$ cat config.mk
export PLATFORM = sky130hd
export DESIGN_NAME = serial_setpoint_command_parser_core_flat
export DESIGN_NICKNAME = d
export VERILOG_FILES = /design/src/rtl/sscp_pkg.sv /design/src/rtl/sscp_if.sv /design/src/rtl/serial_setpoint_command_parser_core.sv /design/src/rtl/sscp_step.sv /design/src/flat_wrapper.sv
export SDC_FILE = /design/constraint.sdc
export NUM_CORES = 1
export LEC_CHECK = 0
export BUFFER_PORTS_ARGS = -buffer_cell sky130_fd_sc_hd__buf_2
export CELL_PAD_IN_SITES_DETAIL_PLACEMENT = 2
export CELL_PAD_IN_SITES_GLOBAL_PLACEMENT = 2
export CORE_UTILIZATION = 39
export DETAILED_ROUTE_END_ITERATION = 16
export PLACE_DENSITY_LB_ADDON = 0.1
export SLEW_MARGIN = 20
export SYNTH_ARGS = -nofsm -noshare
export SYNTH_HDL_FRONTEND = slang
export SYNTH_SLANG_ARGS = --single-unit
$ cat constraint.sdc
create_clock -name clk -period 4.1 [get_ports clk]
set_input_delay 0.41 -clock clk [delete_from_list [all_inputs] [get_ports clk]]
set_output_delay 0.41 -clock clk [all_outputs]
set_load 0.03 [all_outputs]
$ cat src/rtl/sscp_pkg.sv
`timescale 1ns / 1ps

package sscp_pkg;

	// Payload bytes a frame may hold before it is dropped.
	localparam int unsigned MAX_PAYLOAD = 9;
	localparam int unsigned CNT_W       = 4;
	localparam int unsigned VAL_W       = 16;

	localparam logic [7:0] CH_E    = 8'h45;
	localparam logic [7:0] CH_W    = 8'h57;
	localparam logic [7:0] CH_S    = 8'h53;
	localparam logic [7:0] CH_M    = 8'h4D;
	localparam logic [7:0] CH_P    = 8'h50;
	localparam logic [7:0] CH_F    = 8'h46;
	localparam logic [7:0] CH_ZERO = 8'h30;
	localparam logic [7:0] CH_NUL  = 8'h00;

	localparam logic [1:0] CMD_WORKING = 2'd0;
	localparam logic [1:0] CMD_STANDBY = 2'd1;
	localparam logic [1:0] CMD_MOTOR   = 2'd2;

	typedef enum logic [2:0] {
		KIND_P = 3'd0,
		KIND_F = 3'd1,
		KIND_W = 3'd2,
		KIND_S = 3'd3,
		KIND_M = 3'd4
	} kind_t;

	typedef struct packed {
		logic [CNT_W-1:0] byte_count;
		kind_t            frame_kind;
		logic [VAL_W-1:0] acc;
		logic             payload_ended;
	} frame_state_t;

	typedef struct packed {
		logic             valid;
		logic [1:0]       cmd_kind;
		logic [VAL_W-1:0] value;
	} result_t;

	localparam frame_state_t FRAME_IDLE = '{
		byte_count:    '0,
		frame_kind:    KIND_P,
		acc:           '0,
		payload_ended: 1'b0
	};

endpackage

$ cat src/rtl/sscp_if.sv
`timescale 1ns / 1ps

interface sscp_byte_if;
	logic       valid;
	logic       ready;
	logic [7:0] rx_byte;

	modport source (output valid, output rx_byte, input ready);
	modport sink (input valid, input rx_byte, output ready);
endinterface

interface sscp_cmd_if;
	logic        valid;
	logic        ready;
	logic [1:0]  cmd_kind;
	logic [15:0] value;

	modport source (output valid, output cmd_kind, output value, input ready);
	modport sink (input valid, input cmd_kind, input value, output ready);
endinterface

$ cat src/rtl/serial_setpoint_command_parser_core.sv
`timescale 1ns / 1ps

// Channel | Dir | Payload                         | Transfer
// rx      | in  | rx_byte[7:0]                    | valid & ready at rising clk
// cmd     | out | cmd_kind[1:0], value[15:0]      | valid & ready at rising clk
//
// Each byte goes from transfer to result through the input register and
// then through the frame step logic into the result register.
// A new byte is taken every cycle; only a finished command still waiting
// on cmd while the next byte also closes a frame holds off rx.
// arst_n clears the frame state and both valid flags; the block then idles.
// The payload accumulate (acc*10 + digit) sets the critical path.

module serial_setpoint_command_parser_core (
	input logic         clk,
	input logic         arst_n,
	sscp_byte_if.sink   rx,
	sscp_cmd_if.source  cmd
);
	import sscp_pkg::*;

	// input stage
	logic         valid_s1;
	logic [7:0]   rx_byte_s1;

	// frame state and result register
	frame_state_t state_q;
	frame_state_t state_nxt;
	result_t      step_res;
	logic         out_valid_q;
	logic [1:0]   cmd_kind_q;
	logic [15:0]  value_q;

	logic         advance;
	logic         out_free;

	sscp_step u_step (
		.rx_byte (rx_byte_s1),
		.st      (state_q),
		.nxt     (state_nxt),
		.res     (step_res)
	);

	// The result register is free when empty or being drained this cycle.
	assign out_free = !out_valid_q || cmd.ready;

	// Advance the held byte unless it closes a frame with nowhere to put the result.
	assign advance  = valid_s1 && (!step_res.valid || out_free);

	// Take a new byte when the input stage is empty or moves on.
	assign rx.ready = !valid_s1 || advance;

	always_ff @(posedge clk or negedge arst_n) begin
		if (!arst_n) begin
			valid_s1 <= 1'b0;
		end else if (rx.ready) begin
			valid_s1 <= rx.valid;
		end
	end

	always_ff @(posedge clk) begin
		if (rx.ready && rx.valid) begin
			rx_byte_s1 <= rx.rx_byte;
		end
	end

	// Commit the frame state for every byte that leaves the input stage.
	always_ff @(posedge clk or negedge arst_n) begin
		if (!arst_n) begin
			state_q <= FRAME_IDLE;
		end else if (advance) begin
			state_q <= state_nxt;
		end
	end

	// Load a fresh command, drop the flag once the sink takes it.
	always_ff @(posedge clk or negedge arst_n) begin
		if (!arst_n) begin
			out_valid_q <= 1'b0;
		end else if (advance && step_res.valid) begin
			out_valid_q <= 1'b1;
		end else if (cmd.ready) begin
			out_valid_q <= 1'b0;
		end
	end

	always_ff @(posedge clk) begin
		if (advance && step_res.valid) begin
			cmd_kind_q <= step_res.cmd_kind;
			value_q    <= step_res.value;
		end
	end

	assign cmd.valid    = out_valid_q;
	assign cmd.cmd_kind = cmd_kind_q;
	assign cmd.value    = value_q;

endmodule

$ cat src/rtl/sscp_step.sv
`timescale 1ns / 1ps

module sscp_step (
	input  logic [7:0]           rx_byte,
	input  sscp_pkg::frame_state_t st,
	output sscp_pkg::frame_state_t nxt,
	output sscp_pkg::result_t      res
);
	import sscp_pkg::*;

	logic             is_letter;
	kind_t            letter_kind;
	logic [VAL_W-1:0] acc_times_ten;
	logic [VAL_W-1:0] digit;

	// acc*10 as two shifts and an add, wrapping at 16 bits
	assign acc_times_ten = {st.acc[VAL_W-4:0], 3'b000} + {st.acc[VAL_W-2:0], 1'b0};
	assign digit         = {{(VAL_W-8){1'b0}}, rx_byte} - {{(VAL_W-8){1'b0}}, CH_ZERO};

	always_comb begin
		is_letter   = 1'b1;
		letter_kind = KIND_P;
		case (rx_byte)
			CH_P: letter_kind = KIND_P;
			CH_F: letter_kind = KIND_F;
			CH_W: letter_kind = KIND_W;
			CH_S: letter_kind = KIND_S;
			CH_M: letter_kind = KIND_M;
			default: is_letter = 1'b0;
		endcase
	end

	always_comb begin
		nxt = st;
		res = '0;
		if (st.byte_count == '0) begin
			// open a frame on a type letter, drop anything else
			if (is_letter) begin
				nxt            = FRAME_IDLE;
				nxt.frame_kind = letter_kind;
				nxt.byte_count = CNT_W'(1);
			end
		end else if (rx_byte == CH_E) begin
			nxt = FRAME_IDLE;
			case (st.frame_kind)
				KIND_W: begin
					res.valid    = 1'b1;
					res.cmd_kind = CMD_WORKING;
					res.value    = st.acc;
				end
				KIND_S: begin
					res.valid    = 1'b1;
					res.cmd_kind = CMD_STANDBY;
					res.value    = st.acc;
				end
				KIND_M: begin
					res.valid    = 1'b1;
					res.cmd_kind = CMD_MOTOR;
				end
				default: res = '0;
			endcase
		end else if (st.byte_count > CNT_W'(MAX_PAYLOAD)) begin
			// payload overflow: drop the frame
			nxt = FRAME_IDLE;
		end else begin
			if (rx_byte == CH_NUL) begin
				nxt.payload_ended = 1'b1;
			end else if (!st.payload_ended) begin
				nxt.acc = acc_times_ten + digit;
			end
			nxt.byte_count = st.byte_count + CNT_W'(1);
		end
	end

endmodule

$ cat src/flat_wrapper.sv
// flat-port wrapper written by rule: the top's interface ports become plain ports
module serial_setpoint_command_parser_core_flat import sscp_pkg::*;
  (clk, arst_n, rx_valid, rx_rx_byte, rx_ready, cmd_valid, cmd_cmd_kind, cmd_value, cmd_ready);
  sscp_byte_if rx_i ();
  sscp_cmd_if cmd_i ();
  input logic clk;
  input logic arst_n;
  input wire logic [$bits(rx_i.valid)-1:0] rx_valid;
  input wire logic [$bits(rx_i.rx_byte)-1:0] rx_rx_byte;
  output wire logic [$bits(rx_i.ready)-1:0] rx_ready;
  output wire logic [$bits(cmd_i.valid)-1:0] cmd_valid;
  output wire logic [$bits(cmd_i.cmd_kind)-1:0] cmd_cmd_kind;
  output wire logic [$bits(cmd_i.value)-1:0] cmd_value;
  input wire logic [$bits(cmd_i.ready)-1:0] cmd_ready;
  assign rx_i.valid = rx_valid;
  assign rx_i.rx_byte = rx_rx_byte;
  assign rx_ready = rx_i.ready;
  assign cmd_valid = cmd_i.valid;
  assign cmd_cmd_kind = cmd_i.cmd_kind;
  assign cmd_value = cmd_i.value;
  assign cmd_i.ready = cmd_ready;
  serial_setpoint_command_parser_core u_core (.clk(clk), .arst_n(arst_n), .rx(rx_i), .cmd(cmd_i));
endmodule
==> summary.txt, run 1 <==
Floorplanning
  • Rows: 32
  • Starting density of the core: 41.0%
  • Core area: 7850 µm²
  • Die ar.: 8610 µm²
  • IO Pins: 32
  • Die width: 92.8 µm
  • Die H: 92.8 µm

STA
  • Max_slew headroom: 33.6%
  • Worst-Margin Slew: 995 ps
  • Unrepaired setup endpoints after global routing: false
  • Setup TNS: 0 ps
  • Worst setup margin: 675 ps
  • # setup viols final: 0
  • Hold slack: 121 ps
  • Fmax: 292 MHz
  • Final worst-path cycle share: 83.5%
  • Final Hold Fails: 0
  • Slew Limit Fails: 0
  • Fin Clk Skew: 11.2 ps
  • Fin crit period: 3420 ps

Logic synthesis
  • Synthesized area: 3220 µm²
  • Post-Syn Nets: 333
  • Synth Warn #: 0
  • Sequential area share after synthesis: 44.5%
  • Mean Syn Cell Area: 11.2 µm²
  • Post-synth cell types: 49
  • Mapped Cells: 287
  • Async set-reset flop share out of synthesis: 50.0%
  • Post-synth EDFFs: 26
  • Top_reg_cell synth: edfxtp_1
  • Flop and latch count out of synthesis: 52

Clock network
  • Cts hold-fix bufs: 0
  • Postcts setup bufs: 0
  • H-Tree Depth: 2
  • CTS sink cnt: 52
  • Number of gates resized after cts: 0
  • Buffer depth of the longest clock path: 2
  • CTS tree: built
  • CTS buffer count: 5
  • Root buf cell: clkbuf_8
  • Clock Latency Late Sink: 310 ps
  • Clk slew on worst S/H paths: 100 ps

Drt
  • Routed Antenna Nets: 0
  • DRC Markers: 0
  • DRT Pass-1 Iters: 4
  • Final wirelength: 8060 µm
  • Total number of vias: 2310
  • Vias per cell: 5.46
  • Avg WL per Cell: 19.1 µm
  • Initial DRC count: 62

Placement
  • Inst Count DP: 415
  • Pre-CTS setup slack: 702 ps
  • Placer Congestion: 0.788
  • Post-DP HPWL: 6300 µm
  • Port buffer count: 31

GRT
  • Initial antenna violation count: 0
  • Pin count of the biggest net entering global routing: 27
  • GRT Util Overall: 21.2%
  • Overflow after GRT: 0
  • First-pass GRT wire length: 13700 µm
  • Vias in the first global route: 2543

Power
  • Leak pwr: 1.62 nW
  • Maximum vdd drop: 359 µV
  • Pwr dens: 891 nW/µm²

Cells and area
  • NumNets Final: 366
  • Final Core Density: 45.6%
  • FILL cells: 867
  • Number of diodes: 0
  • Layout cell share with drive strength beyond 1: 15.6%
  • Non-filler cells, final: 423
  • Synth-to-layout area growth: 11.2%

Worst setup path
  • WS Path Type: reg -> reg
  • Worst Path Arrival: 3620 ps
  • CP Launch Type: flip-flop
  • Crit. End Element: flip-flop
  • Crit-path max FO: 5
  • Required @ worst endpoint: 4300 ps

Outcome
  • Status: complete, no violations

Job
  • Max Cap Viol: 0

Hold path
  • Hold crit path type: in -> async
[worst max-delay path, stage by stage (launching register included)]
cell       delay, ps
edfxtp_1         450
inv_1             70
ha_1             270
inv_1             50
fa_1             480
inv_1             50
ha_1             360
o21ai_0          190
a21oi_1           90
o31ai_1          480
a2111oi_0        240
or3_1            350
a32o_1           250
[kinds of logic (layout without fill, tap and decap cells)]
logic type / Yosys count / after routing / share of synthesized area [%]
compound gates: 66 / 66 / 15.0
mux: 7 / 7 / 2.22
xor+xnor: 12 / 12 / 3.27
buf+inv: 33 / 67 / 4.36
fa+ha+maj: 34 / 34 / 16.3
simple gates: 83 / 83 / 14.4
flops: 52 / 52 / 44.5
[state kept, by name (all words and copies together) (netlist names)]
signal	count
u_core.state_q	24
u_core.valid_s1	1
u_core.cmd.valid	1
u_core.cmd.cmd_kind	2
u_core.rx_byte_s1	8
u_core.cmd.value	16
[final cells by class]
class	count	area [µm²]	share of cell area (%)
clock buffers	6	72.6	2.03
flip-flops and latches	52	1430	40.0
clock inverters	2	35.0	0.979
inverters	27	101	2.83
well taps	102	128	3.57
multi-input cells	202	1650	46.0
repair buffers	32	163	4.55
[synth_stat cells, types with 2 or more instances]
| master | instances | area share (%) |
|---|---|---|
| inv_1 | 27 | 3.2 |
| dfrtp_1 | 26 | 20 |
| edfxtp_1 | 26 | 24 |
| ha_1 | 21 | 8.2 |
| a21oi_1 | 17 | 2.6 |
| nand2_1 | 14 | 1.6 |
| nor2_1 | 14 | 1.6 |
| fa_1 | 13 | 8.1 |
| and2_1 | 12 | 2.3 |
| nor3_1 | 10 | 1.6 |
| o21ai_0 | 9 | 1.4 |
| nand2b_1 | 8 | 1.6 |
| a22o_1 | 7 | 1.9 |
| a32o_1 | 7 | 2.2 |
| xnor2_1 | 7 | 1.9 |
| mux2i_1 | 6 | 1.9 |
| nor2b_1 | 6 | 1.2 |
| or3_1 | 5 | 0.97 |
| xor2_1 | 5 | 1.4 |
| a21o_1 | 4 | 0.93 |
| nand3_1 | 4 | 0.62 |
| clkbuf_1 | 3 | 0.35 |
| o21ai_1 | 3 | 0.47 |
| o221ai_1 | 3 | 0.82 |
| a31oi_1 | 2 | 0.39 |
| buf_6 | 2 | 0.70 |
| nand4b_1 | 2 | 0.54 |
| o31ai_1 | 2 | 0.47 |
| or3b_1 | 2 | 0.54 |
[final timing paths]
check,startpoint,endpoint,slack [ps],depth (start not counted)
max,u_core.rx_byte_s1[4],u_core.state_q[15],680,12
min,arst_n,u_core.state_q[21],120,1
max reg2reg,u_core.rx_byte_s1[4],u_core.state_q[15],680,12
min reg2reg,u_core.state_q[5],u_core.state_q[5],500,1
max in group asynchronous,arst_n,u_core.state_q[13],3530,1
min in group clk,rx_rx_byte[7],u_core.rx_byte_s1[7],270,1
[where the power goes]
group | leakage (nW) | switching (W) | internal, W
Combinational | 0.948 | 0.00119 | 0.000851
Sequential | 0.615 | 0.000127 | 0.000659
Clock | 0.0552 | 0.000173 | 0.000182
Total | 1.62 | 0.00149 | 0.00169
[layout by cell type (no fill, tap or decap), types with 9 or more instances in the layout]
cell type	Yosys	routed
buf_2	1	31
fa_1	13	13
edfxtp_1	26	26
nor3_1	10	10
dfrtp_1	26	26
nand2_1	14	14
nor2_1	14	13
and2_1	12	12
o21ai_0	9	9
ha_1	21	21
a21oi_1	17	17
inv_1	27	27
[metrics by stage]
stage | area (µm²) | power, W
after global routing | 3580 | 0.00350
after floorplan | 3220 | 0.00228
after global placement | 3470 | 0.00276
final | 3580 | 0.00319
after CTS | 3580 | 0.00321
after detailed placement | 3470 | 0.00283
[routing by layer]
layer	wire (µm)	up-vias	global-route usage, %
met5	0	-	0
met4	63	0	4.23
met3	166	4	3.04
met2	3780	25	34.3
met1	4050	1184	30.2
li1	-	1097	-
Power figures use the tool's default switching activity.
==> run 2, diff against run 1 <==
- CORE_UTILIZATION: 39 -> 36
- clock period: 4.1 -> 2.9 ns (I/O delays scaled with it)
==> summary.txt, run 2 (synthesized netlist as in run 1, its figures left out) <==
Outcome
  • Status: finished, violations left (was complete, no violations)
  • Failing checks: negative setup slack

Cells and area
  • Commonest non-fill, non-tap cells in the layout: buf_4, buf_2, edfxtp_1, dfrtp_1, inv_1 (was buf_2, inv_1, edfxtp_1, dfrtp_1, ha_1)
  • Max FFs per register: 24 (unchanged)
  • NumNets Final: 399 (was 366)
  • Synth-to-layout area growth: 28.6% (was 11.2%)
  • Largest Register: u_core.state_q (unchanged)
  • Final Core Density: 47.7% (was 45.6%)
  • Most common cell after layout, fill and taps aside: buf_4 (was buf_2)
  • Layout cell share with drive strength beyond 1: 33.6% (was 15.6%)
  • FILL cells: 885 (was 867)
  • Number of diodes: 0 (unchanged)

STA
  • Slew Limit Fails: 0 (unchanged)
  • Worst-Margin Slew: 674 ps (was 995 ps)
  • Final Hold Fails: 0 (unchanged)
  • Fmax: 343 MHz (was 292 MHz)
  • Unrepaired setup endpoints after global routing: true (was false)
  • Fin crit period: 2920 ps (was 3420 ps)
  • Fin Clk Skew: 6.89 ps (was 11.2 ps)
  • Worst setup margin: -19.4 ps (was 675 ps)
  • Final worst-path cycle share: 101% (was 83.5%)
  • # setup viols final: 1 (was 0)
  • Max_slew headroom: 55.0% (was 33.6%)

Worst setup path
  • CP Cell Sequence: inv_2, ha_4, inv_2, fa_1, inv_2, ha_4, o21ai_2, a21oi_2, o31ai_4, a2111oi_4, or3_1, a32o_1 (was inv_1, ha_1, inv_1, fa_1, inv_1, ha_1, o21ai_0, a21oi_1, o31ai_1, a2111oi_0, or3_1, a32o_1)
  • Required @ worst endpoint: 3100 ps (was 4300 ps)
  • Crit-path max FO: 4 (was 5)
  • Crit-path slowest cell: fa_1 (unchanged)
  • Worst path most repeated cell: inv_2 (was inv_1)
  • CP max stage delay: 500 ps (was 480 ps)
  • Crit. End Element: flip-flop (unchanged)
  • CP Launch Type: flip-flop (unchanged)
  • WS Path Type: reg -> reg (unchanged)
  • Worst Path Arrival: 3120 ps (was 3620 ps)

Drt
  • Initial DRC count: 82 (was 62)
  • Final wirelength: 9810 µm (was 8060 µm)
  • Avg WL per Cell: 21.2 µm (was 19.1 µm)
  • Vias per cell: 5.36 (was 5.46)
  • DRC Markers: 0 (unchanged)
  • Routed Antenna Nets: 0 (unchanged)
  • Total number of vias: 2476 (was 2310)
  • DRT Pass-1 Iters: 4 (unchanged)

GRT
  • GRT Util Overall: 22.8% (was 21.2%)
  • Initial antenna violation count: 0 (unchanged)
  • Pin count of the biggest net entering global routing: 27 (unchanged)
  • Overflow after GRT: 0 (unchanged)
  • Vias in the first global route: 2723 (was 2543)
  • First-pass GRT wire length: 15400 µm (was 13700 µm)

Floorplanning
  • Core area: 8680 µm² (was 7850 µm²)
  • Die H: 96.5 µm (was 92.8 µm)
  • Rows: 34 (was 32)
  • Starting density of the core: 37.1% (was 41.0%)
  • IO Pins: 32 (unchanged)
  • Die ar.: 9310 µm² (was 8610 µm²)
  • Die width: 96.5 µm (was 92.8 µm)

Clock network
  • CTS tree: built (unchanged)
  • Buffer depth of the longest clock path: 2 (unchanged)
  • H-Tree Depth: 2 (unchanged)
  • CTS buffer count: 5 (unchanged)
  • Clk slew on worst S/H paths: 100 ps (about the same)
  • CTS sink cnt: 52 (unchanged)
  • Clock Latency Late Sink: 310 ps (about the same)
  • Root buf cell: clkbuf_8 (unchanged)

Job
  • Max Cap Viol: 0 (unchanged)

Placement
  • Port buffer count: 31 (unchanged)
  • Placer Congestion: 0.782 (was 0.788)
  • Post-DP HPWL: 7270 µm (was 6300 µm)

Hold path
  • Hold crit path type: in -> async (unchanged)
run 2: final timing paths:
check	from	to	slack (ps)	depth (start not counted)
max	u_core.rx_byte_s1[5]	u_core.state_q[15]	-20	12
min	arst_n	u_core.state_q[4]	8	1
max reg2reg	u_core.rx_byte_s1[5]	u_core.state_q[15]	-20	12
min in group clk	rx_rx_byte[6]	u_core.rx_byte_s1[6]	150	1
min reg2reg	u_core.state_q[17]	u_core.state_q[17]	510	1
max in group asynchronous	arst_n	u_core.state_q[17]	2460	1
run 2: layout make-up:
| class | instances | area, µm² | share of cell area, % |
|---|---|---|---|
| multi-input combinational | 202 | 1940 | 46.9 |
| tap | 108 | 135 | 3.27 |
| timing repair buffer | 65 | 423 | 10.2 |
| inverter | 27 | 101 | 2.45 |
| sequential | 52 | 1430 | 34.6 |
| clock buffer | 6 | 72.6 | 1.75 |
| clock inverter | 2 | 35.0 | 0.847 |
run 2: metrics by stage:
step / worst slack [ps] / std cells / hold slack (ps) / area [µm²] / setup TNS (ps)
3_3_place_gp: -64.8 / 446 / 370 / 3790 / -131
2_1_floorplan: -66.2 / 287 / -5.59 / 3330 / -126
6_report: -19.4 / 462 / 7.54 / 4140 / -19.4
4_1_cts: -50.6 / 458 / 34.5 / 4000 / -50.6
3_5_place_dp: -247 / 446 / 374 / 3790 / -1080
5_1_grt: -157 / 462 / 50.4 / 4140 / -455
run 2: per-layer routing:
| metal | global-route usage [%] | routed length [µm] | vias up |
|---|---|---|---|
| met5 | 0 | 0 | - |
| met4 | 6.00 | 127 | 0 |
| met3 | 2.74 | 267 | 14 |
| met2 | 40.1 | 5080 | 41 |
| met1 | 29.5 | 4330 | 1259 |
| li1 | - | - | 1162 |
run 2: timing repair:
action | CTS | global route
endpoints found under the setup margin | 8 | 8
pin swaps | 13 | 17
hold buffers | 0 | 0
setup buffers | 4 | 4
gates resized for setup | 15 | 19
run 2: worst max-delay path, delay by kind of cell (launching register included):
kind,cells,cell delay [ps]
compound gates,5,820
fa+ha+maj,3,1020
buf+inv,3,170
flops,1,470
simple gates,1,330
Power of run 2 is not shown: default switching activity piles up to over one toggle a cycle in this logic, so the estimate is an artifact.
==> run 3, diff against run 2 <==
- ABC_CLOCK_PERIOD_IN_PS: not set -> 2900
- MAX_ROUTING_LAYER: not set -> met4
==> summary.txt, run 3 (synthesized netlist as in run 1, its figures left out) <==
Clock network
  • Buffer depth of the longest clock path: 2 (unchanged)
  • CTS tree: built (unchanged)
  • CTS buffer count: 5 (unchanged)
  • CTS sink cnt: 52 (unchanged)
  • H-Tree Depth: 2 (unchanged)
  • Root buf cell: clkbuf_8 (unchanged)
  • Clock Latency Late Sink: 310 ps (about the same)
  • Clk slew on worst S/H paths: 100 ps (about the same)

Worst setup path
  • Buf+Inv Stages, Crit Path: 3 (unchanged)
  • Worst Reg-to-Reg Cells: 12 (unchanged)
  • Worst Path Arrival: 3130 ps (was 3120 ps)
  • CP Launch Type: flip-flop (unchanged)
  • CP Cell Sequence: inv_2, ha_4, inv_2, fa_1, inv_2, ha_4, o21ai_2, a21oi_2, o31ai_4, a2111oi_4, or3_1, a32o_1 (unchanged)
  • Required @ worst endpoint: 3110 ps (was 3100 ps)
  • R2R Path Start: u_core.rx_byte_s1[5] (unchanged)
  • CP max stage delay: 500 ps (about the same)
  • Crit-path slowest cell: fa_1 (unchanged)
  • R2R setup slack: -20 ps (about the same)
  • R2R Path End: u_core.state_q[15] (unchanged)
  • Worst path most repeated cell: inv_2 (unchanged)
  • CP top delay family: adder cells (unchanged)
  • Crit. End Element: flip-flop (unchanged)
  • WS Path Type: reg -> reg (unchanged)
  • Crit-path max FO: 4 (unchanged)

Cells and area
  • Layout cell share with drive strength beyond 1: 33.6% (unchanged)
  • Commonest non-fill, non-tap cells in the layout: buf_4, buf_2, edfxtp_1, dfrtp_1, inv_1 (unchanged)
  • Cell area after layout: 4140 µm² (unchanged)
  • Max FFs per register: 24 (unchanged)
  • Most common cell after layout, fill and taps aside: buf_4 (unchanged)
  • Largest Register: u_core.state_q (unchanged)
  • Synth-to-layout area growth: 28.6% (unchanged)
  • Final Core Density: 47.7% (unchanged)
  • NumNets Final: 399 (unchanged)
  • Number of diodes: 0 (unchanged)

Drt
  • Met3 Wirelength: 278 µm (was 267 µm)
  • Initial DRC count: 82 (unchanged)
  • Top Metal Used: met4 (unchanged)
  • Avg WL per Cell: 21.3 µm (was 21.2 µm)
  • Final wirelength: 9850 µm (was 9810 µm)
  • DRT Pass-1 Iters: 4 (unchanged)
  • DRC Markers: 0 (unchanged)
  • Metal-1 WL: 4350 µm (was 4330 µm)
  • Total number of vias: 2474 (was 2476)
  • Vias per cell: 5.35 (was 5.36)
  • Routed Antenna Nets: 0 (unchanged)
  • Metal2 WL: 5090 µm (was 5080 µm)

STA
  • Fmax: 342 MHz (was 343 MHz)
  • Fin crit period: 2920 ps (about the same)
  • Fin Clk Skew: 7.65 ps (was 6.89 ps)
  • Slew Limit Fails: 0 (unchanged)
  • Worst-Margin Slew: 679 ps (was 674 ps)
  • Final worst-path cycle share: 101% (about the same)
  • Max_slew headroom: 54.8% (was 55.0%)
  • Worst setup margin: -21.1 ps (was -19.4 ps)
  • Unrepaired setup endpoints after global routing: true (unchanged)
  • Final Hold Fails: 0 (unchanged)
  • Hold slack: 7.92 ps (was 7.54 ps)
  • # setup viols final: 1 (unchanged)

GRT
  • First-pass GRT wire length: 15400 µm (about the same)
  • Pin count of the biggest net entering global routing: 27 (unchanged)
  • Initial antenna violation count: 0 (unchanged)
  • Vias in the first global route: 2722 (was 2723)
  • GRT Util Overall: 23.4% (was 22.8%)
  • Overflow after GRT: 0 (unchanged)

Placement
  • Port buffer count: 31 (unchanged)
  • Placed inst area: 3790 µm² (unchanged)
  • Post-DP HPWL: 7270 µm (unchanged)
  • Placer Congestion: 0.793 (was 0.782)

Outcome
  • Status: finished, violations left (unchanged)
  • Failing checks: negative setup slack (unchanged)

Floorplanning
  • Die width: 96.5 µm (unchanged)
  • Core area: 8680 µm² (unchanged)
  • IO Pins: 32 (unchanged)
  • Rows: 34 (unchanged)
  • Die H: 96.5 µm (unchanged)
  • Die ar.: 9310 µm² (unchanged)
  • Starting density of the core: 37.1% (unchanged)

Job
  • Max Cap Viol: 0 (unchanged)

Hold path
  • Hold crit path type: in -> async (unchanged)
## run 3: layout make-up
class | count | area, µm²
fillers | 885 | 4540
multi-input cells | 202 | 1940
flip-flops and latches | 52 | 1430
repair buffers | 65 | 423
well taps | 108 | 135
inverters | 27 | 101
clock buffers | 6 | 72.6
clock inverters | 2 | 35.0
## run 3: through the flow
stage | setup WS, ps | std cells | setup TNS (ps)
final | -21.1 | 462 | -21.1
after global routing | -157 | 462 | -455
after CTS | -50.6 | 458 | -50.6
after detailed placement | -247 | 446 | -1080
after global placement | -64.8 | 446 | -131
after floorplan | -66.2 | 287 | -126
## run 3: metal layers
metal  up-vias  global-route usage [%]
met2        41                    40.0
met5         -                       -
met4         0                    6.00
met1      1257                    29.6
li1       1162                       -
met3        14                    2.74
## run 3: repair_timing
action                                  in CTS  in global routing
pin swaps                                   13                 17
hold buffers                                 0                  0
gates resized for setup                     15                 19
hold endpoints to repair                     0                  0
endpoints found under the setup margin       8                  8
setup buffers                                4                  4
## run 3: worst max path at each step
| stage | startpoint | end | slack (ps) | depth (start not counted) |
|---|---|---|---|---|
| after floorplan | u_core.rx_byte_s1[4] | u_core.state_q[15] | -70 | 9 |
| after global placement | u_core.rx_byte_s1[4] | u_core.state_q[15] | -60 | 12 |
| after detailed placement | u_core.rx_byte_s1[4] | u_core.state_q[15] | -250 | 12 |
| after CTS | u_core.rx_byte_s1[5] | u_core.state_q[15] | -50 | 12 |
| after global routing | u_core.rx_byte_s1[5] | u_core.state_q[15] | -160 | 12 |
| final | u_core.rx_byte_s1[5] | u_core.state_q[15] | -20 | 12 |
## run 3: worst reg2reg max path, cell delays in order, from the launching register on
cell	delay (ps)
edfxtp_1	470
inv_2	90
ha_4	270
inv_2	30
fa_1	500
inv_2	50
ha_4	250
o21ai_2	120
a21oi_2	70
o31ai_4	250
a2111oi_4	120
or3_1	330
a32o_1	260
Power of run 3 is left out for the same reason.
